## src/rtl/upd_pkg.sv

```systemverilog
// Shared types, constants and tables for the Unix-seconds to packed-date pipeline.
package upd_pkg;

  // Accepted seconds range: 0001-01-01 00:00:00 through 9999-12-31 23:59:59
  localparam logic signed [63:0] SEC_LO = -64'sd62135596800;
  localparam logic signed [63:0] SEC_HI = 64'sd253402300799;

  // Reciprocal constants: q = (x * RCP) >> K with K = width(x) + ceil(log2(divisor))
  localparam int DAY_K = 42;  // x < 2^32, divisor 675 (86400 = 675 * 128)
  localparam logic [32:0] RCP_DAY = 33'(((65'd1 << DAY_K) + 65'd674) / 65'd675);

  localparam int ERA_K = 40;  // x < 2^22, divisor 146097
  localparam logic [22:0] RCP_ERA = 23'(((64'd1 << ERA_K) + 64'd146096) / 64'd146097);

  localparam int WK_K = 25;   // x < 2^22, divisor 7
  localparam logic [22:0] RCP_WK = 23'(((64'd1 << WK_K) + 64'd6) / 64'd7);

  localparam int C4Y_K = 29;  // x < 2^18, divisor 1460
  localparam logic [18:0] RCP_C4Y = 19'(((64'd1 << C4Y_K) + 64'd1459) / 64'd1460);

  localparam int YR_K = 27;   // x < 2^18, divisor 365
  localparam logic [18:0] RCP_YR = 19'(((64'd1 << YR_K) + 64'd364) / 64'd365);

  localparam int CEN_K = 16;  // x < 2^9, divisor 100
  localparam logic [9:0] RCP_CEN = 10'(((64'd1 << CEN_K) + 64'd99) / 64'd100);

  localparam int MON_K = 19;  // x < 2^11, divisor 153
  localparam logic [11:0] RCP_MON = 12'(((64'd1 << MON_K) + 64'd152) / 64'd153);

  // Civil-from-days constants
  localparam logic [21:0] MARCH_SHIFT  = 22'd306;     // 0000-03-01 to 0001-01-01
  localparam logic [17:0] DAYS_PER_ERA = 18'd146097;
  localparam logic [17:0] CENT_1       = 18'd36524;
  localparam logic [17:0] CENT_2       = 18'd73048;
  localparam logic [17:0] CENT_3       = 18'd109572;
  localparam logic [17:0] ERA_LAST     = 18'd146096;
  localparam logic [8:0]  DAYS_PER_YR  = 9'd365;
  localparam logic [8:0]  YRS_PER_ERA  = 9'd400;
  localparam logic [3:0]  MP_JAN       = 4'd10;       // first March-based index of January
  localparam logic [3:0]  MONTH_FEB    = 4'd2;

  localparam logic [2:0] WD_SUNDAY   = 3'd0;
  localparam logic [2:0] WD_SATURDAY = 3'd6;

  // Day count since 0001-01-01 plus range flag
  typedef struct packed {
    logic        ok;
    logic [21:0] days;
  } days_t;

  // Era split: era, day of era, year of era and weekday
  typedef struct packed {
    logic        ok;
    logic [4:0]  era;
    logic [17:0] doe;
    logic [8:0]  yoe;
    logic [2:0]  wd;
  } yoe_t;

  // First day of March-based month mp within the March-based year
  function automatic logic [8:0] month_start(input logic [3:0] mp);
    logic [8:0] r;
    case (mp)
      4'd0:    r = 9'd0;
      4'd1:    r = 9'd31;
      4'd2:    r = 9'd61;
      4'd3:    r = 9'd92;
      4'd4:    r = 9'd122;
      4'd5:    r = 9'd153;
      4'd6:    r = 9'd184;
      4'd7:    r = 9'd214;
      4'd8:    r = 9'd245;
      4'd9:    r = 9'd275;
      4'd10:   r = 9'd306;
      4'd11:   r = 9'd337;
      default: r = 9'd0;
    endcase
    return r;
  endfunction

endpackage

```

## src/rtl/upd_era_stage.sv

```systemverilog
// Era, day of era, weekday and year of era (four stages).
module upd_era_stage (
  input  logic           clk,
  input  logic           rst,
  input  logic           up_valid,
  output logic           up_ready,
  input  upd_pkg::days_t up_data,
  output logic           dn_valid,
  input  logic           dn_ready,
  output upd_pkg::yoe_t  dn_data
);

  // Stage 3
  logic        v3;
  logic        ok3;
  logic [21:0] z3;
  logic [21:0] days3;
  logic [4:0]  era3;
  // Stage 4
  logic        v4;
  logic        ok4;
  logic [4:0]  era4;
  logic [17:0] doe4;
  logic [21:0] t4;
  logic [19:0] wq4;
  // Stage 5
  logic        v5;
  logic        ok5;
  logic [4:0]  era5;
  logic [17:0] doe5;
  logic [17:0] n5;
  logic [2:0]  wd5;
  // Stage 6
  logic        v6;
  upd_pkg::yoe_t r6;

  logic        adv3;
  logic        adv4;
  logic        adv5;
  logic        adv6;
  logic [21:0] z;
  logic [44:0] era_prod;
  logic [21:0] doe_full;
  logic [21:0] t;
  logic [44:0] wk_prod;
  logic [36:0] c4y_prod;
  logic [2:0]  cent;
  logic [18:0] n_full;
  logic [2:0]  wd;
  logic [36:0] yr_prod;

  assign adv6     = !v6 || dn_ready;
  assign adv5     = !v5 || adv6;
  assign adv4     = !v4 || adv5;
  assign adv3     = !v3 || adv4;
  assign up_ready = adv3;

  always_comb begin
    // Shift to a March-based count and split off the 400-year era
    z        = up_data.days + upd_pkg::MARCH_SHIFT;
    era_prod = 45'(z) * 45'(upd_pkg::RCP_ERA);
    // Remainder within the era; weekday quotient (0001-01-01 was a Monday)
    doe_full = z3 - 22'(era3) * 22'(upd_pkg::DAYS_PER_ERA);
    t        = days3 + 22'd1;
    wk_prod  = 45'(t) * 45'(upd_pkg::RCP_WK);
    // Leap corrections: 4-year cycles, centuries, last day of the era
    c4y_prod = 37'(doe4) * 37'(upd_pkg::RCP_C4Y);
    cent     = 3'(doe4 >= upd_pkg::CENT_1) + 3'(doe4 >= upd_pkg::CENT_2)
             + 3'(doe4 >= upd_pkg::CENT_3) + 3'(doe4 >= upd_pkg::ERA_LAST);
    n_full   = 19'(doe4) - 19'(c4y_prod[upd_pkg::C4Y_K + 7:upd_pkg::C4Y_K]) + 19'(cent)
             - 19'(doe4 == upd_pkg::ERA_LAST);
    wd       = t4[2:0] - 3'(wq4[2:0] * 3'd7);
    // Year of era
    yr_prod  = 37'(n5) * 37'(upd_pkg::RCP_YR);
  end

  always_ff @(posedge clk) begin
    if (rst) begin
      v3 <= 1'b0;
      v4 <= 1'b0;
      v5 <= 1'b0;
      v6 <= 1'b0;
    end else begin
      if (adv3) begin
        v3 <= up_valid;
      end
      if (adv4) begin
        v4 <= v3;
      end
      if (adv5) begin
        v5 <= v4;
      end
      if (adv6) begin
        v6 <= v5;
      end
    end
  end

  always_ff @(posedge clk) begin
    if (adv3 && up_valid) begin
      ok3   <= up_data.ok;
      z3    <= z;
      days3 <= up_data.days;
      era3  <= era_prod[upd_pkg::ERA_K + 4:upd_pkg::ERA_K];
    end
    if (adv4 && v3) begin
      ok4  <= ok3;
      era4 <= era3;
      doe4 <= doe_full[17:0];
      t4   <= t;
      wq4  <= wk_prod[upd_pkg::WK_K + 19:upd_pkg::WK_K];
    end
    if (adv5 && v4) begin
      ok5  <= ok4;
      era5 <= era4;
      doe5 <= doe4;
      n5   <= n_full[17:0];
      wd5  <= wd;
    end
    if (adv6 && v5) begin
      r6.ok  <= ok5;
      r6.era <= era5;
      r6.doe <= doe5;
      r6.yoe <= yr_prod[upd_pkg::YR_K + 8:upd_pkg::YR_K];
      r6.wd  <= wd5;
    end
  end

  assign dn_valid = v6;
  assign dn_data  = r6;

endmodule

```

## config.mk

```make
export PLATFORM = sky130hd
export DESIGN_NAME = upd_era_stage
export DESIGN_NICKNAME = d
export VERILOG_FILES = /design/src/rtl/upd_pkg.sv /design/src/rtl/upd_era_stage.sv
export SDC_FILE = /design/constraint.sdc
export NUM_CORES = 2
export LEC_CHECK = 0
export BUFFER_PORTS_ARGS = -buffer_cell sky130_fd_sc_hd__clkbuf_2
export CAP_MARGIN = 25
export CELL_PAD_IN_SITES_DETAIL_PLACEMENT = 1
export CELL_PAD_IN_SITES_GLOBAL_PLACEMENT = 2
export CORE_MARGIN = 4
export CORE_UTILIZATION = 40
export CTS_CLUSTER_SIZE = 40
export DETAILED_ROUTE_END_ITERATION = 8
export PLACE_DENSITY_LB_ADDON = 0.1
export SLEW_MARGIN = 30
export SYNTH_ARGS = -nofsm -noshare
export SYNTH_HDL_FRONTEND = slang
export SYNTH_SLANG_ARGS = --single-unit
```

## constraint.sdc

```tcl
create_clock -name clk -period 7.9 [get_ports clk]
set_input_delay 0.79 -clock clk [delete_from_list [all_inputs] [get_ports clk]]
set_output_delay 0.79 -clock clk [all_outputs]
set_load 0.005 [all_outputs]
```

-- Word-level counts from Yosys, hierarchy flattened
Cells that the tools add are included.
- output and inout port bits: 38
- input port bits: 27
- register bits: 161
- word-level logic and storage cells: 56
- order comparisons: 4
- reductions and logical operators: 12
- add/subtract/negate cells: 10
- $mul: 6
- equal/unequal tests: 1
- operators by type and width (operator ; number):
    22-bit by 22-bit multiplier with 44-bit output, second input constant ; 1
    18-bit by 17-bit greater-or-equal comparator with 1-bit output, second input constant ; 2
    18-bit by 16-bit multiplier with 34-bit output, second input constant ; 1
    18-bit by 16-bit multiplier with 33-bit output, second input constant ; 1
    22-bit by 23-bit multiplier with 28-bit output, second input constant ; 1
    22-bit by 1-bit adder with 22-bit output, second input constant ; 1
    22-bit by 9-bit adder with 22-bit output, second input constant ; 1
    18-bit by 3-bit adder with 18-bit output ; 1
    18-bit equality test, second input constant ; 1
    18-bit by 16-bit greater-or-equal comparator with 1-bit output, second input constant ; 1
    18-bit greater-or-equal comparator, second input constant ; 1
    5-bit by 18-bit multiplier with 18-bit output, second input constant ; 1
    18-bit by 1-bit subtractor with 18-bit output ; 1
    18-bit subtractor ; 1
    18-bit by 8-bit subtractor with 18-bit output ; 1
    1-bit logical AND ; 4
    1-bit zero test ; 4
    1-bit logical OR ; 4
    2-bit by 1-bit adder with 3-bit output ; 1
    3-bit by 1-bit adder with 3-bit output ; 1
    3-bit by 1-bit multiplier with 3-bit output, second input constant ; 1
    3-bit subtractor ; 1
    1-bit by 1-bit adder with 2-bit output ; 1

-- Longest topological paths before layout
- depth after elaboration: 6
- depth in mapped cells: 34
- gate-level depth less buffers: 33

-- Worst setup path after synthesis
No wires, ideal clock.
- kind: flip-flop to flip-flop
- start point: register doe4[3]
- end point: register n5[16] (data pin)
- clock period less this slack: 8699 ps
- library setup time: 190 ps
- path slack: -799 ps
- arrival time: 8508 ps
- cell stages (with the launch flop): 34
- data required time: 7710 ps
- cells stage by stage: edfxtp_1 inv_1 fa_1 inv_1 ha_1 fa_1 inv_1 fa_1 inv_1 fa_1 inv_1 fa_1 inv_1 ha_1 and3_1 or4b_2 o211ai_1 nor2_1 a2bb2oi_1 a31oi_1 o311ai_0 fa_1 fa_1 inv_1 fa_1 inv_1 fa_1 a21oi_1 o21a_1 o21ai_1 o311ai_1 a21oi_1 mux2_2 a2111oi_2
- longest elaborated chain between the ends: 6
- elaborated cells between the ends (all ways): 12
- ends and longest elaborated chain (what ; line ; text):
    start: declaration ; upd_era_stage.sv:23 ; logic [17:0] doe4;
    start signal: assignment ; upd_era_stage.sv:109 ; doe4 <= doe_full[17:0];
    parallel branches: the longest is 5 deep, another holds 18-bit by 16-bit multiplier with 34-bit output ; - ;
    18-bit by 1-bit subtractor with 18-bit output (*) ; upd_era_stage.sv:71 ; - 19'(doe4 == upd_pkg::ERA_LAST);
    via n_full[16] ; upd_era_stage.sv:48 ; logic [18:0] n_full;
    end signal: assignment ; upd_era_stage.sv:117 ; n5 <= n_full[17:0];
    end: declaration ; upd_era_stage.sv:31 ; logic [17:0] n5;
Mark *: on every way through the listed nets, which the timed path passes.
A chain may end at the register's enable or synchronous reset.

-- Worst setup path in the final report
- start point: register doe4[7]
- end point: register n5[11] (data pin)
Same word-level chain as after synthesis.

==> results.json <==
{
  "outcome": "finished with violations",
  "violations": "setup timing",
  "grt_pass1_wl_mm": 136,
  "r2r_cells": 32,
  "multi_input_area_sq_mm": 0.0240,
  "final_common_cell": "inv_1",
  "dp_hpwl_mm": 73.9,
  "ys_ff_latch": 160,
  "cts_root_buffer": "clkbuf_16",
  "period_minus_slack_ns": 8.29,
  "clk_path_buf_depth": 2,
  "die-area_sq_mm": 0.0827,
  "grt_antenna_before_repair": 1,
  "cap_viol_max_count": 0,
  "num-nets-final": 4504,
  "rsz0062_at_grt": "yes",
  "fillers": 8586,
  "avgRoutedWirePerCell_um": 19.2,
  "htreeDepth": 4,
  "holdPathStages": 0,
  "fin_skew_ns": 0.0199,
  "synth_area_sq_mm": 0.0313,
  "cts_sinks": 160,
  "path_class": "register to register",
  "drive_above_1_share": 0.149,
  "wirelength_mm": 82.9,
  "cts_tree": "built",
  "num_rows": 102,
  "route.met2.wl_mm": 43.5,
  "worstPathArrival_ns": 8.58,
  "synthFlopType": "edfxtp_1",
  "cts_buffers": 17,
  "fin_crit_sh": 1.05,
  "drtIter0Drc": 564,
  "portBuffers": 64,
  "grt_usage": 0.213,
  "r2r_slack_ns": -0.39,
  "setup_ws_ns": -0.392,
  "setup_viol": 10,
  "min_from": "era4[4]$_DFFE_PP_",
  "grt_max_degree": 46,
  "hold_violations": 0,
  "syn_to_final_growth_pct": 15.7,
  "holdCritPathClass": "register to register",
  "insertion_delay_ns": 0.49,
  "slew_violations": 0,
  "drc": 0,
  "final_util": 0.467,
  "path_buf_inv": 8,
  "required_ns": 8.19,
  "grt_overflow": 0,
  "core_sq_mm": 0.0775,
  "ys_seq_area_frac": 0.152,
  "first_pass_iters": 4,
  "wl_met3_mm": 1.25,
  "async_flop_share": 0,
  "max_freq_ghz": 0.121,
  "worst_hold_slack_ns": 0.416,
  "chipHeight_um": 288,
  "syn_nets": 4137,
  "crit_slowest_cell": "fa_1",
  "syn_area_per_cell_sq_um": 10.8,
  "cp_common_cell": "fa_1",
  "vias": 21100,
  "syn_inst": 2896,
  "wl_met1_mm": 35.8,
  "initial_core_util": 0.404,
  "crit_fanout": 3,
  "ys_warn_count": 0,
  "synth_edf_count": 156,
  "final_cell_mix": "780 x inv_1, 704 x ha_1, 488 x fa_1",
  "crit_path_end_kind": "register",
  "r2r_start": "doe4[7]$_DFFE_PP_",
  "cp_num_cells": 32,
  "synth.distinct_cells": 73,
  "die_w_um": 288,
  "viasPerCell": 4.89,
  "relSlewSlack": 0.357,
  "n_antenna_cell": 0,
  "gp_congestion": 0.853,
  "io_pins": 65,
  "cpLargestDelayFamily": "adder cells",
  "worst_pin_slew_ns": 0.965,
  "reg2reg_to": "n5[11]$_DFFE_PP_",
  "routed.top_layer": "met5",
  "startpoint_type": "register",
  "regArea_sq_mm": 0.00476,
  "grt_pass1_vias": 24900,
  "min_to": "era5[4]$_DFFE_PP_",
  "clk_pin_slew_ns": 0.08,
  "antenna_left": 0,
  "max_stage_delay_ns": 0.52
}
-- flip-flops by register name, summed over array words and instances (netlist names) --
signal / count
wd5: 3
z3: 18
ok3: 1
v5: 1
v3: 1
doe4: 18
dn_data: 36
era5: 5
ok5: 1
v4: 1
n5: 18
doe5: 18
wq4: 3
ok4: 1
days3: 21
era4: 5
era3: 5
t4: 3
dn_valid: 1
-- synthesized netlist by cell type (8+ instances only) --
cell type	number	area share
nor2b_1	21	0.0042
nand2_1	57	0.0068
a31oi_1	8	0.0016
ha_1	719	0.29
nand3_1	35	0.0056
nor3_1	24	0.0038
nor2_1	61	0.0073
a21o_1	41	0.0098
fa_1	495	0.32
o21ai_0	57	0.0091
xnor2_1	73	0.020
a211oi_1	12	0.0029
o211ai_1	14	0.0034
or2_2	8	0.0016
o21a_1	17	0.0041
nand4_1	20	0.0040
inv_1	795	0.095
a21oi_1	93	0.015
and3_1	21	0.0042
xor2_1	43	0.012
edfxtp_1	156	0.15
-- cell type report --
type,count,area share
multi-input combinational,1937,0.663
clock buffer,17,0.0118
clock inverter,15,0.00450
tap,1040,0.0360
timing repair buffer,352,0.0702
inverter,795,0.0826
sequential,160,0.132
-- worst max-delay path by stage --
stage                     slack [ns]               from                to
final                          -0.39  doe4[7]$_DFFE_PP_  n5[11]$_DFFE_PP_
after detailed placement       -0.52  doe4[2]$_DFFE_PP_  n5[16]$_DFFE_PP_
after global routing           -0.66  doe4[3]$_DFFE_PP_  n5[11]$_DFFE_PP_
after global placement         -0.43  doe4[2]$_DFFE_PP_  n5[16]$_DFFE_PP_
after CTS                      -0.46  doe4[6]$_DFFE_PP_  n5[16]$_DFFE_PP_
after floorplan                -0.10  doe4[5]$_DFFE_PP_  n5[16]$_DFFE_PP_
-- metrics by stage --
step,setup slack [ns],area (sq um),instances,setup TNS [ns]
after floorplan,-0.102,31400,2896,-0.102
after detailed placement,-0.519,35000,4262,-4.33
after CTS,-0.460,35900,4305,-2.30
after global placement,-0.431,35000,4262,-2.55
after global routing,-0.658,36200,4316,-5.80
final,-0.392,36200,4316,-2.29
-- routing by layer --
layer / global-route usage / vias to the layer above
met3: 0.0205 / 87
met2: 0.391 / 172
met5: 0 / -
met4: 0.0572 / 2
met1: 0.266 / 10800
li1: - / 10100
-- what timing repair did --
item | CTS | global route
pin swaps | 29 | 48
hold buffers | 0 | 0
buffers inserted | 12 | 14
resized for setup | 34 | 49
setup endpoints to repair | 10 | 18
-- cell families (layout without fill, tap and decap cells) --
kind of cell / Yosys count / count (layout) / synth area share
buffers and inverters: 799 / 1179 / 0.0959
adder cells (fa/ha/maj): 1214 / 1214 / 0.605
AND/OR/NAND/NOR: 290 / 290 / 0.0477
flip-flops: 160 / 160 / 0.152
AO/OA/AOI/OAI: 310 / 310 / 0.0645
XOR/XNOR: 116 / 116 / 0.0325
multiplexers: 7 / 7 / 0.00248
Power is left out: the tool's default activity adds up to more than one toggle a clock period on the data nets, which glitch-free logic cannot reach.
