**src/rtl/upd_pkg.sv**
```systemverilog
// Shared types, constants and tables for the Unix-seconds to packed-date pipeline.
package upd_pkg;

  // Accepted seconds range: 0001-01-01 00:00:00 through 9999-12-31 23:59:59
  localparam logic signed [63:0] SEC_LO = -64'sd62135596800;
  localparam logic signed [63:0] SEC_HI = 64'sd253402300799;

  // Reciprocal constants: q = (x * RCP) >> K with K = width(x) + ceil(log2(divisor))
  localparam int DAY_K = 42;  // x < 2^32, divisor 675 (86400 = 675 * 128)
  localparam logic [32:0] RCP_DAY = 33'(((65'd1 << DAY_K) + 65'd674) / 65'd675);

  localparam int ERA_K = 40;  // x < 2^22, divisor 146097
  localparam logic [22:0] RCP_ERA = 23'(((64'd1 << ERA_K) + 64'd146096) / 64'd146097);

  localparam int WK_K = 25;   // x < 2^22, divisor 7
  localparam logic [22:0] RCP_WK = 23'(((64'd1 << WK_K) + 64'd6) / 64'd7);

  localparam int C4Y_K = 29;  // x < 2^18, divisor 1460
  localparam logic [18:0] RCP_C4Y = 19'(((64'd1 << C4Y_K) + 64'd1459) / 64'd1460);

  localparam int YR_K = 27;   // x < 2^18, divisor 365
  localparam logic [18:0] RCP_YR = 19'(((64'd1 << YR_K) + 64'd364) / 64'd365);

  localparam int CEN_K = 16;  // x < 2^9, divisor 100
  localparam logic [9:0] RCP_CEN = 10'(((64'd1 << CEN_K) + 64'd99) / 64'd100);

  localparam int MON_K = 19;  // x < 2^11, divisor 153
  localparam logic [11:0] RCP_MON = 12'(((64'd1 << MON_K) + 64'd152) / 64'd153);

  // Civil-from-days constants
  localparam logic [21:0] MARCH_SHIFT  = 22'd306;     // 0000-03-01 to 0001-01-01
  localparam logic [17:0] DAYS_PER_ERA = 18'd146097;
  localparam logic [17:0] CENT_1       = 18'd36524;
  localparam logic [17:0] CENT_2       = 18'd73048;
  localparam logic [17:0] CENT_3       = 18'd109572;
  localparam logic [17:0] ERA_LAST     = 18'd146096;
  localparam logic [8:0]  DAYS_PER_YR  = 9'd365;
  localparam logic [8:0]  YRS_PER_ERA  = 9'd400;
  localparam logic [3:0]  MP_JAN       = 4'd10;       // first March-based index of January
  localparam logic [3:0]  MONTH_FEB    = 4'd2;

  localparam logic [2:0] WD_SUNDAY   = 3'd0;
  localparam logic [2:0] WD_SATURDAY = 3'd6;

  // Day count since 0001-01-01 plus range flag
  typedef struct packed {
    logic        ok;
    logic [21:0] days;
  } days_t;

  // Era split: era, day of era, year of era and weekday
  typedef struct packed {
    logic        ok;
    logic [4:0]  era;
    logic [17:0] doe;
    logic [8:0]  yoe;
    logic [2:0]  wd;
  } yoe_t;

  // First day of March-based month mp within the March-based year
  function automatic logic [8:0] month_start(input logic [3:0] mp);
    logic [8:0] r;
    case (mp)
      4'd0:    r = 9'd0;
      4'd1:    r = 9'd31;
      4'd2:    r = 9'd61;
      4'd3:    r = 9'd92;
      4'd4:    r = 9'd122;
      4'd5:    r = 9'd153;
      4'd6:    r = 9'd184;
      4'd7:    r = 9'd214;
      4'd8:    r = 9'd245;
      4'd9:    r = 9'd275;
      4'd10:   r = 9'd306;
      4'd11:   r = 9'd337;
      default: r = 9'd0;
    endcase
    return r;
  endfunction

endpackage

```
**src/rtl/upd_out_if.sv**
```systemverilog
// Date result channel: valid/ready handshake with the packed date fields.
interface upd_out_if;
  logic        valid;
  logic        ready;
  logic [26:0] packed_date;
  logic [13:0] year;
  logic [3:0]  month;
  logic [4:0]  day_of_month;
  logic [2:0]  day_of_week;
  logic        is_working_day;
  logic        valid_res;

  modport source (
    output valid, output packed_date, output year, output month, output day_of_month,
    output day_of_week, output is_working_day, output valid_res, input ready
  );
  modport sink (
    input valid, input packed_date, input year, input month, input day_of_month,
    input day_of_week, input is_working_day, input valid_res, output ready
  );
endinterface

```
**src/rtl/upd_civil_stage.sv**
```systemverilog
// Day of year, month, day, year and the packed result register (four stages).
module upd_civil_stage (
  input  logic          clk,
  input  logic          rst,
  input  logic          up_valid,
  output logic          up_ready,
  input  upd_pkg::yoe_t up_data,
  upd_out_if.source     civil
);

  // Stage 7
  logic        v7;
  logic        ok7;
  logic [4:0]  era7;
  logic [8:0]  yoe7;
  logic [8:0]  doy7;
  logic [2:0]  wd7;
  // Stage 8
  logic        v8;
  logic        ok8;
  logic [4:0]  era8;
  logic [8:0]  yoe8;
  logic [8:0]  doy8;
  logic [3:0]  mp8;
  logic [2:0]  wd8;
  // Stage 9
  logic        v9;
  logic        ok9;
  logic [13:0] y9;
  logic [3:0]  m9;
  logic [4:0]  d9;
  logic [2:0]  wd9;
  // Output register
  logic        v10;
  logic [26:0] packed10;
  logic [13:0] y10;
  logic [3:0]  m10;
  logic [4:0]  d10;
  logic [2:0]  wd10;
  logic        work10;
  logic        ok10;

  logic        adv7;
  logic        adv8;
  logic        adv9;
  logic        adv10;
  logic [18:0] cen_prod;
  logic [17:0] yr_days;
  logic [17:0] doy_full;
  logic [10:0] w;
  logic [22:0] mon_prod;
  logic [8:0]  d_full;
  logic [3:0]  m;
  logic [13:0] y;
  logic [26:0] packed_sum;

  assign adv10    = !v10 || civil.ready;
  assign adv9     = !v9 || adv10;
  assign adv8     = !v8 || adv9;
  assign adv7     = !v7 || adv8;
  assign up_ready = adv7;

  always_comb begin
    // Day of the March-based year
    cen_prod = 19'(up_data.yoe) * 19'(upd_pkg::RCP_CEN);
    yr_days  = 18'(up_data.yoe) * 18'(upd_pkg::DAYS_PER_YR) + 18'(up_data.yoe[8:2])
             - 18'(cen_prod[upd_pkg::CEN_K + 2:upd_pkg::CEN_K]);
    doy_full = up_data.doe - yr_days;
    // March-based month index
    w        = 11'(doy7) * 11'd5 + 11'd2;
    mon_prod = 23'(w) * 23'(upd_pkg::RCP_MON);
    // Day, calendar month and year
    d_full   = doy8 - upd_pkg::month_start(mp8) + 9'd1;
    m        = (mp8 < upd_pkg::MP_JAN) ? mp8 + 4'd3 : mp8 - 4'd9;
    y        = 14'(yoe8) + 14'(era8) * 14'(upd_pkg::YRS_PER_ERA)
             + 14'(m <= upd_pkg::MONTH_FEB);
    // Decimal packing
    packed_sum = 27'(y9) * 27'd10000 + 27'(m9) * 27'd100 + 27'(d9);
  end

  always_ff @(posedge clk) begin
    if (rst) begin
      v7  <= 1'b0;
      v8  <= 1'b0;
      v9  <= 1'b0;
      v10 <= 1'b0;
    end else begin
      if (adv7) begin
        v7 <= up_valid;
      end
      if (adv8) begin
        v8 <= v7;
      end
      if (adv9) begin
        v9 <= v8;
      end
      if (adv10) begin
        v10 <= v9;
      end
    end
  end

  always_ff @(posedge clk) begin
    if (adv7 && up_valid) begin
      ok7  <= up_data.ok;
      era7 <= up_data.era;
      yoe7 <= up_data.yoe;
      doy7 <= doy_full[8:0];
      wd7  <= up_data.wd;
    end
    if (adv8 && v7) begin
      ok8  <= ok7;
      era8 <= era7;
      yoe8 <= yoe7;
      doy8 <= doy7;
      mp8  <= mon_prod[upd_pkg::MON_K + 3:upd_pkg::MON_K];
      wd8  <= wd7;
    end
    if (adv9 && v8) begin
      ok9 <= ok8;
      y9  <= y;
      m9  <= m;
      d9  <= d_full[4:0];
      wd9 <= wd8;
    end
    // Zero every field of an out-of-range date
    if (adv10 && v9) begin
      ok10     <= ok9;
      packed10 <= ok9 ? packed_sum : 27'd0;
      y10      <= ok9 ? y9 : 14'd0;
      m10      <= ok9 ? m9 : 4'd0;
      d10      <= ok9 ? d9 : 5'd0;
      wd10     <= ok9 ? wd9 : upd_pkg::WD_SUNDAY;
      work10   <= ok9 && (wd9 != upd_pkg::WD_SUNDAY) && (wd9 != upd_pkg::WD_SATURDAY);
    end
  end

  assign civil.valid          = v10;
  assign civil.packed_date    = packed10;
  assign civil.year           = y10;
  assign civil.month          = m10;
  assign civil.day_of_month   = d10;
  assign civil.day_of_week    = wd10;
  assign civil.is_working_day = work10;
  assign civil.valid_res      = ok10;

endmodule

```
**src/flat_wrapper.sv**
```systemverilog
// flat-port wrapper written by rule: the top's interface ports become plain ports
module upd_civil_stage_flat 
  (clk, rst, up_valid, up_ready, up_data, civil_valid, civil_packed_date, civil_year, civil_month, civil_day_of_month, civil_day_of_week, civil_is_working_day, civil_valid_res, civil_ready);
  upd_out_if civil_i ();
  input  logic clk;
  input  logic rst;
  input  logic up_valid;
  output logic up_ready;
  input  upd_pkg::yoe_t up_data;
  output wire logic [$bits(civil_i.valid)-1:0] civil_valid;
  output wire logic [$bits(civil_i.packed_date)-1:0] civil_packed_date;
  output wire logic [$bits(civil_i.year)-1:0] civil_year;
  output wire logic [$bits(civil_i.month)-1:0] civil_month;
  output wire logic [$bits(civil_i.day_of_month)-1:0] civil_day_of_month;
  output wire logic [$bits(civil_i.day_of_week)-1:0] civil_day_of_week;
  output wire logic [$bits(civil_i.is_working_day)-1:0] civil_is_working_day;
  output wire logic [$bits(civil_i.valid_res)-1:0] civil_valid_res;
  input wire logic [$bits(civil_i.ready)-1:0] civil_ready;
  assign civil_valid = civil_i.valid;
  assign civil_packed_date = civil_i.packed_date;
  assign civil_year = civil_i.year;
  assign civil_month = civil_i.month;
  assign civil_day_of_month = civil_i.day_of_month;
  assign civil_day_of_week = civil_i.day_of_week;
  assign civil_is_working_day = civil_i.is_working_day;
  assign civil_valid_res = civil_i.valid_res;
  assign civil_i.ready = civil_ready;
  upd_civil_stage u_core (.clk(clk), .rst(rst), .up_valid(up_valid), .up_ready(up_ready), .up_data(up_data), .civil(civil_i));
endmodule
```
**config.mk**
```make
export PLATFORM = sky130hd
export DESIGN_NAME = upd_civil_stage_flat
export DESIGN_NICKNAME = d
export VERILOG_FILES = /design/src/rtl/upd_pkg.sv /design/src/rtl/upd_out_if.sv /design/src/rtl/upd_civil_stage.sv /design/src/flat_wrapper.sv
export SDC_FILE = /design/constraint.sdc
export NUM_CORES = 1
export LEC_CHECK = 0
export BUFFER_PORTS_ARGS = -buffer_cell sky130_fd_sc_hd__buf_2
export CAP_MARGIN = 0
export CORE_MARGIN = 10
export CORE_UTILIZATION = 40
export DETAILED_ROUTE_END_ITERATION = 7
export PLACE_DENSITY = 0.65
export SYNTH_ARGS = -nofsm -noshare
export SYNTH_HDL_FRONTEND = slang
export SYNTH_SLANG_ARGS = --single-unit
```
**constraint.sdc**
```tcl
create_clock -name clk -period 7.3 [get_ports clk]
set_input_delay 1.095 -clock clk [delete_from_list [all_inputs] [get_ports clk]]
set_output_delay 1.095 -clock clk [all_outputs]
set_load 0.005 [all_outputs]
```
Word-level counts from Yosys, hierarchy flattened
Memories as Yosys holds them, arrays and structs flattened. A register that Yosys moved wholly into a read port is not among the register bits. Index checks and enable logic that the tools add are counted.

Memories: 1. Word-level logic and storage cells: 67. Output and inout port bits: 57. Register bits after elaboration: 140. Input port bits: 40. Bits in read-only memories: 144.

Memory list: (name not given) (words 16, width 9, rd ports 1, clocked after Yosys merged registers in 1, write ports 0, line upd_pkg.sv:63) `case (mp)`.

Muxes and demuxes: 2. Equal/unequal tests: 1. Add/subtract/negate cells: 12. Reduce and logical (&&, ||, !) cells: 15. $mul: 7. Magnitude comparators: 2.

Operators by type and width (number): 27-bit by 11-bit adder with 27-bit output (1); 27-bit by 5-bit adder with 27-bit output (1); 11-bit by 12-bit multiplier with 23-bit output, second input constant (1); 14-bit by 10-bit multiplier with 23-bit output, second input constant (1); 9-bit by 6-bit multiplier with 15-bit output, second input constant (1); 14-bit by 1-bit adder with 14-bit output (1); 9-bit by 14-bit adder with 14-bit output (1); 11-bit by 2-bit adder with 11-bit output, second input constant (1); 9-bit by 3-bit multiplier with 11-bit output, second input constant (1); 5-bit by 5-bit multiplier with 10-bit output, second input constant (1); 9-bit by 7-bit adder with 9-bit output (1); 4-bit by 5-bit multiplier with 9-bit output, second input constant (1); 9-bit by 9-bit multiplier with 9-bit output, second input constant (1); 9-bit by 3-bit subtractor with 9-bit output (1); 9-bit subtractor (1); 4-bit two-way mux (2); 1-bit logical AND (6); 5-bit by 1-bit adder with 5-bit output, second input constant (1); 5-bit subtractor (1); 4-bit by 2-bit adder with 4-bit output, second input constant (1); 4-bit by 2-bit <= comparator with 1-bit output, second input constant (1); 1-bit logical NOT (4); 1-bit logical OR (4); 4-bit < comparator, second input constant (1); 3 further kinds (3).

Logic depth before layout (Yosys ltp)
Depth in word-level cells: 6. Depth in mapped cells: 32. Mapped depth without buffers: 32.

Worst setup path after synthesis
No wires, ideal clock.

Path kind: flip-flop to flip-flop. Start point: reg u_core.doy7[1]. End point: reg (tool-made name). Arrival: 6513 ps. Required time: 7226 ps. Buffers on the path: 0. Path slack: 713 ps. Clock period less this slack: 6587 ps. Stages on the path, launching flop included: 25. Cell sequence: edfxtp_1 ha_1 ha_1 o211ai_1 a211oi_2 or4b_1 o21ai_0 nor2_1 ha_1 inv_1 fa_1 inv_1 fa_1 fa_1 fa_1 inv_1 ha_1 nand3_1 o221ai_1 a32oi_1 a31oi_1 xnor3_1 mux2i_2 mux2_2 o21ai_0.

RTL lines: start: declaration (line upd_civil_stage.sv:16) `logic [8:0] doy7;`; start signal: assignment (line upd_civil_stage.sv:108) `doy7 <= doy_full[8:0];`.

==> results list <==
- Of the total synthesized cell area, the portion taken by AND, OR, NAND and NOR gates is 0.0721.
- Subtracting the final worst setup slack from the clock period gives 7.02 ns.
* I/O pin total: 97
- At the end of routability-driven placement, the weighted congestion stood at 0.849.
- Inserted Diodes: 0
- Sink Count: between 100 and 150
* Initial antenna violation count: 0
* Die width: approximately 200 µm
- Clock-pin slew was measured on the worst setup and hold paths at 0.07 ns.
* CP max FO: 4
- The first TritonRoute pass finished after 4 iterations.
- Dividing the detail-routed wire length by the instance count gives 13.8 µm.
- Of the post-synthesis cell area, the part taken by muxes is 0.00500.
- The share of synthesized area in the top cell type comes to 0.303.
* Final-report max-slew violation count: 0
* Number of different library cells in the post-synthesis netlist: 67
- Final ANT Viol Nets: 0
- In this run, synthesis produced a sequential element count of 143.
* Starting density of the core: 0.407
- Met2 usage: 0.213
- First-pass GRT wire length: 41.6 mm
- Buffers inserted to repair hold after CTS numbered 0.
- Via density per instance: 4.72
* Type of origin of the critical path: flop
* Total wire length after detailed routing: 24.4 mm
- Adder and majority cell fraction of the synthesized area: 0.397
- Met1 demand-to-capacity share in global routing: 0.156
- In the synthesized netlist the async set-or-reset flop fraction comes to 0.
- Ranking of synthesized cells by area: sky130_fd_sc_hd__edfxtp_1 30%, sky130_fd_sc_hd__ha_1 26%, sky130_fd_sc_hd__fa_1 14%
* Number of DRC markers in iteration 0: 304
* Synth Area in XOR/XNOR: 0.0664
- Synthesis handed over a netlist of 1198 instances.
- Cell Rows: 66
- Layout net count: ~1700
- The area growth from synthesis to layout is 14.1%.
- Reg2Reg Setup Slack: approximately 0.28 ns
- Clock Tree Buf Depth: 2
- Total placed instance area: 14300 µm²
* Required time at the worst-slack endpoint: ~7.7 ns
- The setup path with the least slack is of type reg -> reg.
- TritonCTS built the clock tree.
- Across the routed clock network, the largest skew measured is 0.0144 ns.
* Setup violation total in the final timing report: 0
- Number of standard cells in the final layout excluding fillers: ~1800
* Part of the cycle the worst path needs: 0.962
* Number of enable flip-flop cells after synthesis: 134
- met2 is the most crowded layer.
- Clock root buffer: sky130_fd_sc_hd__clkbuf_16
- Largest stage delay, worst path: about 0.56 ns
- Number of vias in the routed layout: 8328
- The number of nets in the synthesized netlist is 1605.
- Post-synthesis average cell area: 11.1 µm²
- Entering global routing, the biggest net connects 54 pins.
- In this run the vertical extent of the chip is just over 200 µm.
- CTS built an H-tree with a depth of 4.
- Via count of the first global-routing pass: 8602
- Post-route standard cell area excluding fillers: 15100 µm²
- DP Cell Count: 1731
- CP arrival: 7.39 ns
- Worst relative slew slack: 0.247
* DRC: 0
- Number of I/O port buffers: 87
- Post-Route Hold Slack: 0.416 ns
* Synth cell count leaders: 277 x sky130_fd_sc_hd__ha_1, 248 x sky130_fd_sc_hd__inv_1, 134 x sky130_fd_sc_hd__edfxtp_1, 90 x sky130_fd_sc_hd__fa_1, 70 x sky130_fd_sc_hd__xnor2_1
- For this run, global-route usage on met3 was measured as 0.0248.
- Clock tree synthesis inserted a total of 17 buffers.
- Type of the most critical hold path: reg -> reg
- Share of layout cells above drive strength 1: 0.125
- Of all cell types, the one taking the most synthesized area is sky130_fd_sc_hd__edfxtp_1.
- Critical Path Slowest Stage Cell: sky130_fd_sc_hd__fa_1
- The layout has 3049 filler cells.
* Highest clock rate: between 100 and 150 MHz
- In the synthesized netlist the dominant register cell turns out to be sky130_fd_sc_hd__edfxtp_1.
* Core region area: 32600 µm²
* Max-cap violation count: 0
* Transition time of the tightest slew-check pin: 1.12 ns
- Die footprint: 40900 µm²
* Post-Syn Area: 13300 µm²
- Remaining global-route overflow: 0
- The clock reaches the later pin of the worst-skew pair after between 0.4 and 0.5 ns.
- Hold Vio Cnt, Final: 0
* Outcome: finished, final reports clean
- Type of element capturing the critical path: flop
- Area fraction in compound gates after synthesis: 0.0685
- GR Util All Layers: 0.124
* Sequential element share of the synthesized area: 0.317
- The wire-length estimate of the detail-placed layout is 20.1 mm.
* Warnings from Yosys: 0
- Main combinational cell family by area after synthesis: adder cells
* Most common cell in the synthesized netlist: sky130_fd_sc_hd__ha_1
cells in the final DEF, fill, tap and decap left out, drive strengths merged, types with 3 or more instances in the layout:
master,instances
edfxtp,134
a31oi,5
ha,277
buf,103
nand3,10
a21oi,51
a211oi,5
and3,3
clkbuf,17
xor2,28
mux2i,4
nand2,20
o211ai,3
nand3b,3
or2,4
o31ai,7
bufinv,5
inv,255
o21ai,25
nor2,61
nand2b,7
nor3,12
fa,90
xnor2,70
o21a,4
nor4,5
nand4,6
nor2b,9
o21bai,11
and2,29
a21o,13
or3,5
dfxtp,9
clkinv,6
layout make-up:
cell class / instances / area, µm² / area share
Inverter: 251 / 942 / 0.0622
Multi-Input combinational cell: 795 / 8210 / 0.542
Tap cell: 442 / 553 / 0.0365
Clock inverter: 15 / 253 / 0.0167
Timing Repair Buffer: 103 / 556 / 0.0367
Sequential cell: 143 / 4200 / 0.278
Clock buffer: 17 / 425 / 0.0281
critical path, delay by kind of cell (launching register included):
kind	cells	cell delay (ns)
fa+ha+maj	7	2.83
flops	1	0.46
compound gates	7	1.36
simple gates	4	0.80
mux	1	0.25
buf+inv	5	0.58
xor+xnor	2	0.68
routing by layer:
layer	up-vias	wire, µm
met1	3938	11400
met4	0	323
li1	4261	-
met3	20	813
met5	-	0
met2	109	11900
flip-flops by register name, indices dropped and copies added, names as in the netlist, 3 cells and up, named ones only:
register	count
u_core.civil.day_of_week	3
u_core.civil.year	14
u_core.wd9	3
u_core.d9	5
u_core.yoe8	9
u_core.era8	5
u_core.civil.day_of_month	5
u_core.civil.month	4
u_core.mp8	4
u_core.era7	5
u_core.civil.packed_date	25
u_core.doy8	5
u_core.wd7	3
u_core.m9	4
u_core.yoe7	9
u_core.wd8	3
u_core.y9	14
u_core.doy7	9
cell families after synthesis:
| kind of cell | count (synthesis) |
|---|---|
| adder cells (fa/ha/maj) | 367 |
| buffers and inverters | 260 |
| AND/OR/NAND/NOR | 182 |
| flip-flops | 143 |
| AO/OA/AOI/OAI | 141 |
| XOR/XNOR | 99 |
| multiplexers | 6 |
final timing paths:
kind | from | endpoint | cells after the start
worst max-delay path | u_core.doy7[3] | flop | 26
worst min-delay path | u_core.wd7[1] | u_core.wd8[1] | 0
worst max register to register | u_core.doy7[3] | flop | 26
worst min register to register | u_core.wd7[1] | u_core.wd8[1] | 0
through the flow:
| step | TNS, ns | util | setup slack, ns |
|---|---|---|---|
| CTS | 0 | 0.460 | 0.0879 |
| global route | -0.113 | 0.464 | -0.0524 |
| floorplan | 0 | - | 0.713 |
| global placement | 0 | 0.439 | 0.281 |
| finish | 0 | 0.464 | 0.279 |
| detailed placement | 0 | 0.439 | 0.116 |
timing repair:
action,4_1_cts,5_1_grt
gates resized for setup,0,19
endpoints found under the setup margin,0,5
setup buffers,0,3
Power is not shown: default switching activity piles up to over one toggle a cycle in this logic, so the estimate is an artifact.
